--- src/rtl/spq_pkg.sv ---
// ----------------------------------------------------------------------------
// Sorted priority queue package
// Shared constants, codes and types for the sorted priority queue.
// ----------------------------------------------------------------------------
package spq_pkg;

    localparam int CAPACITY = 64;
    localparam int CNT_W    = $clog2(CAPACITY + 1);
    localparam int KEY_W    = 32;
    localparam int PAY_W    = 64;
    localparam int STAT_W   = 2;

    localparam logic [PAY_W-1:0] NEG_INF_BITS = 64'hFFF0_0000_0000_0000;

    typedef enum logic {
        KIND_INSERT  = 1'b0,
        KIND_EXTRACT = 1'b1
    } t_kind;

    typedef enum logic [STAT_W-1:0] {
        STATUS_OK    = 2'd0,
        STATUS_FULL  = 2'd1,
        STATUS_EMPTY = 2'd2
    } t_status;

    typedef enum logic {
        S_IDLE = 1'b0,
        S_EXEC = 1'b1
    } t_state;

    typedef struct packed {
        logic                    insert;
        logic                    extract;
        logic signed [KEY_W-1:0] key;
        logic [PAY_W-1:0]        payload;
    } t_cell_ctrl;

endpackage

--- src/rtl/spq_cell.sv ---
// ----------------------------------------------------------------------------
// Sorted priority queue cell
// Holds one entry; shifts toward the tail on insert and toward the head on
// extract, taking the broadcast entry where it belongs in key order.
// ----------------------------------------------------------------------------
module spq_cell (
    input  logic                               i_clk,
    input  spq_pkg::t_cell_ctrl                i_ctrl,
    input  logic                               i_occupied,
    input  logic                               i_prev_gt,
    input  logic signed [spq_pkg::KEY_W-1:0]   i_prev_key,
    input  logic [spq_pkg::PAY_W-1:0]          i_prev_payload,
    input  logic signed [spq_pkg::KEY_W-1:0]   i_next_key,
    input  logic [spq_pkg::PAY_W-1:0]          i_next_payload,
    output logic                               o_gt,
    output logic signed [spq_pkg::KEY_W-1:0]   o_key,
    output logic [spq_pkg::PAY_W-1:0]          o_payload
);

    logic signed [spq_pkg::KEY_W-1:0] r_key;
    logic [spq_pkg::PAY_W-1:0]        r_payload;

    // An empty cell ranks after every key, so the new entry goes behind equals.
    assign o_gt      = !i_occupied || (r_key > i_ctrl.key);
    assign o_key     = r_key;
    assign o_payload = r_payload;

    always_ff @(posedge i_clk) begin
        if (i_ctrl.extract) begin
            r_key     <= i_next_key;
            r_payload <= i_next_payload;
        end else if (i_ctrl.insert && o_gt) begin
            if (i_prev_gt) begin
                r_key     <= i_prev_key;
                r_payload <= i_prev_payload;
            end else begin
                r_key     <= i_ctrl.key;
                r_payload <= i_ctrl.payload;
            end
        end
    end

endmodule

--- config.mk ---
export PLATFORM = sky130hd
export DESIGN_NAME = spq_cell
export DESIGN_NICKNAME = d
export VERILOG_FILES = /design/src/rtl/spq_pkg.sv /design/src/rtl/spq_cell.sv
export SDC_FILE = /design/constraint.sdc
export NUM_CORES = 1
export LEC_CHECK = 0
export ABC_AREA = 1
export BUFFER_PORTS_ARGS = -buffer_cell sky130_fd_sc_hd__buf_4
export CAP_MARGIN = 40
export CORE_AREA = 2 2 150 152
export CTS_BUF_LIST = sky130_fd_sc_hd__clkbuf_8
export DETAILED_ROUTE_END_ITERATION = 7
export DIE_AREA = 0 0 152 154
export GPL_TIMING_DRIVEN = 1
export PLACE_DENSITY_LB_ADDON = 0.2
export SKIP_CTS_REPAIR_TIMING = 1
export SYNTH_ARGS = -nofsm -noshare
export SYNTH_HDL_FRONTEND = slang
export SYNTH_SLANG_ARGS = --single-unit
--- constraint.sdc ---
create_clock -name i_clk -period 7 [get_ports i_clk]
set_clock_uncertainty 0.05 [all_clocks]
set_input_delay 0.35 -clock i_clk [delete_from_list [all_inputs] [get_ports i_clk]]
set_output_delay 0.35 -clock i_clk [all_outputs]
set_load 0.02 [all_outputs]
==> impl_metrics.env <==
export IMPL_status="complete, no violations"
export IMPL_mostFrequentLayoutCell="buf_4"
export IMPL_synth_top_cells_by_area="edfxtp_1 (51%), a21oi_1 (13%), nand2_1 (8.8%)"
export IMPL_final_cell_mix="buf_4 (395), a21oi_1 (147), nand2_1 (132)"
export IMPL_numCtsBuffers=9
export IMPL_die_area_mm2=0.0234
export IMPL_io_pins=390
export IMPL_cts_sinks=96
export IMPL_grt_max_degree=69
export IMPL_syn_area_mm2=0.00569
export IMPL_gp_congestion=0.848
export IMPL_path_cells="ha_1, nand2_1, nor2_2, nand2_2, nor2_2, nand2_1, nand3_1, nand3_2, nand2_2, nand2_1, nand2_4, buf_4"
export IMPL_p_comb_frac=0.320
export IMPL_drive_above_1_share=0.415
export IMPL_final_seq_area_mm2=0.00288
export IMPL_seq_area_frac_synth=0.506
export IMPL_nets=1331
export IMPL_worstMarginPinSlew_ps=827
export IMPL_root_buffer="clkbuf_8"
export IMPL_cts_buffer_depth=2
export IMPL_finalHoldViolCount=0
export IMPL_yosys_warnings=0
export IMPL_dr_pass1_iters=6
export IMPL_fin_crit_ps=3280
export IMPL_p_leak_nw=4.22
export IMPL_rsz0062_at_grt="no"
export IMPL_first_iter_violations=308
export IMPL_min_from="i_next_key[21]"
export IMPL_routedWlPerCell_um=16.3
export IMPL_maxSlewViolCount=0
export IMPL_worstReg2RegEnd="o_payload[25]"
export IMPL_die_w_um=152
export IMPL_netlist_instances=641
export IMPL_p_seq_frac=0.453
export IMPL_hold_path_class="in2reg"
export IMPL_synth_top_area_share=0.506
export IMPL_slowest_stage="buf_4"
export IMPL_fin_crit_sh=0.468
export IMPL_r2r_cells=12
export IMPL_vias_per_cell=4.63
export IMPL_p_switching_mw=0.498
export IMPL_track_usage=0.173
export IMPL_timing_rr_start="o_key[31]"
export IMPL_drt_antenna_violating_nets=0
export IMPL_core_area_mm2=0.0217
export IMPL_portBuffers=389
export IMPL_p_total_mw=1.62
export IMPL_pwr_density_cell_mw_per_mm2=179
export IMPL_holdPathEnd="o_key[21]"
export IMPL_dr_total_vias=5973
export IMPL_synth_net_count=966
export IMPL_synth_avg_cell_area_um2=8.88
export IMPL_synth_seq_cells=96
export IMPL_fin_tns_setup_ps=0
export IMPL_clock_power_share=0.227
export IMPL_peakVddDrop_mv=0.0801
export IMPL_cp_common_cell="nand2_1"
export IMPL_slew_headroom=0.449
export IMPL_drc=0
export IMPL_worstSkewPairLatency_ps=370
export IMPL_synth_area_leader_cell="edfxtp_1"
export IMPL_die_y_um=154
export IMPL_wirelength_um=21000
export IMPL_place_inst=1275
export IMPL_multi_input_area_mm2=0.00248
export IMPL_setup_viol=0
export IMPL_max_stage_delay_ps=740
export IMPL_nFillCells=2234
export IMPL_crit_fanout=62
export IMPL_netlist_cell_type_count=22
export IMPL_area_delta_synth_final_pct=58.9
export IMPL_htreeDepth=3
export IMPL_start_util=0.262
export IMPL_critical_path_required_ps=6950
export IMPL_finalNonFillerCells=1291
export IMPL_cp_arrival_ps=3220
export IMPL_cp_end_kind="flop"
export IMPL_std_cell_rows=54
export IMPL_antenna_cells=0
export IMPL_hold_path_cell_count=2
export IMPL_netSwitchingFraction=0.307
export IMPL_dp_hpwl_um=16100
export IMPL_grt_pass1_wl_um=32500
export IMPL_startpoint_type="flop"
export IMPL_max_cap_violations=0
export IMPL_grt_pass1_vias=6063
export IMPL_overflow=0
export IMPL_critPathKind="reg2reg"
export IMPL_antenna_found_initial=0
export IMPL_fmax_mhz=305
export IMPL_reg2reg_slack_ps=3720
export IMPL_clk_pin_slew_ps=100
export IMPL_internal_power_mw=1.12
export IMPL_cts_tree="yes"
-- routing by layer --
metal,global-route usage,vias to the layer above,part of all wire
met4,0.0605,0,0.028
li1,-,2958,-
met3,0.0474,35,0.078
met2,0.307,270,0.50
met1,0.201,2710,0.40
met5,0,-,0
-- sequential cells by signal, summed over array words and instances, names as in the netlist --
signal     cells
o_payload     64
o_key         32
-- worst max-delay path by stage --
stage	startpoint	to	slack, ps	depth (start not counted)
4_1_cts	o_key[31]	o_payload[25]	3610	12
2_1_floorplan	o_key[31]	o_key[0]	2800	11
5_1_grt	o_key[31]	o_payload[25]	3420	12
6_report	o_key[31]	o_payload[25]	3720	12
3_3_place_gp	i_ctrl[95]	o_payload[25]	3590	14
3_5_place_dp	i_ctrl[95]	o_payload[25]	3560	14
-- cell type report --
| cell class | count | share of cell area |
|---|---|---|
| Multi-Input combinational cell | 461 | 0.274 |
| Sequential cell | 96 | 0.319 |
| Timing Repair Buffer | 396 | 0.330 |
| Tap cell | 280 | 0.0387 |
| Clock buffer | 9 | 0.0137 |
| Inverter | 42 | 0.0177 |
| Clock inverter | 7 | 0.00719 |
-- worst max-delay path, delay by kind of cell (launching register included) --
kind / cells / cell delay (ps)
buffers and inverters: 1 / 740
adder cells (fa/ha/maj): 1 / 390
flip-flops: 1 / 410
AND/OR/NAND/NOR: 10 / 1260
-- cell usage after synthesis --
library cell,count
a21o_1,1
a21oi_1,147
a21oi_2,1
buf_1,4
buf_2,20
clkbuf_1,18
edfxtp_1,96
ha_1,32
inv_1,40
inv_2,2
nand2_1,133
nand2_2,2
nand3_1,2
nand3_2,1
nand4_1,2
nand4_2,1
nor2_1,74
nor2_2,2
nor3_2,1
o211ai_1,29
o21a_1,31
o21ai_0,2
-- power groups by stage --
stage | logic, mW | registers (mW) | clock network (mW)
3_3_place_gp | 0.523 | 0.745 | 0
3_5_place_dp | 0.525 | 0.747 | 0
2_1_floorplan | 0.167 | 0.827 | 0
4_1_cts | 0.526 | 0.735 | 0.384
5_1_grt | 0.567 | 0.741 | 0.400
6_report | 0.517 | 0.734 | 0.367
-- through the flow --
step	setup slack, ps	hold slack [ps]	cell area [um2]	utilization
5_1_grt	3420	168	9040	0.417
4_1_cts	3610	161	9040	0.417
3_3_place_gp	3590	574	8840	0.407
3_5_place_dp	3560	576	8860	0.408
6_report	3720	193	9040	0.417
2_1_floorplan	2800	486	5690	-
-- cells by family after synthesis --
logic type      count (synthesis)  synth area share
compound gates                211             0.213
fa+ha+maj                      32            0.0703
buf+inv                        84            0.0598
flops                          96             0.506
simple gates                  218             0.151
No activity file was read; power rests on OpenSTA's default activity.
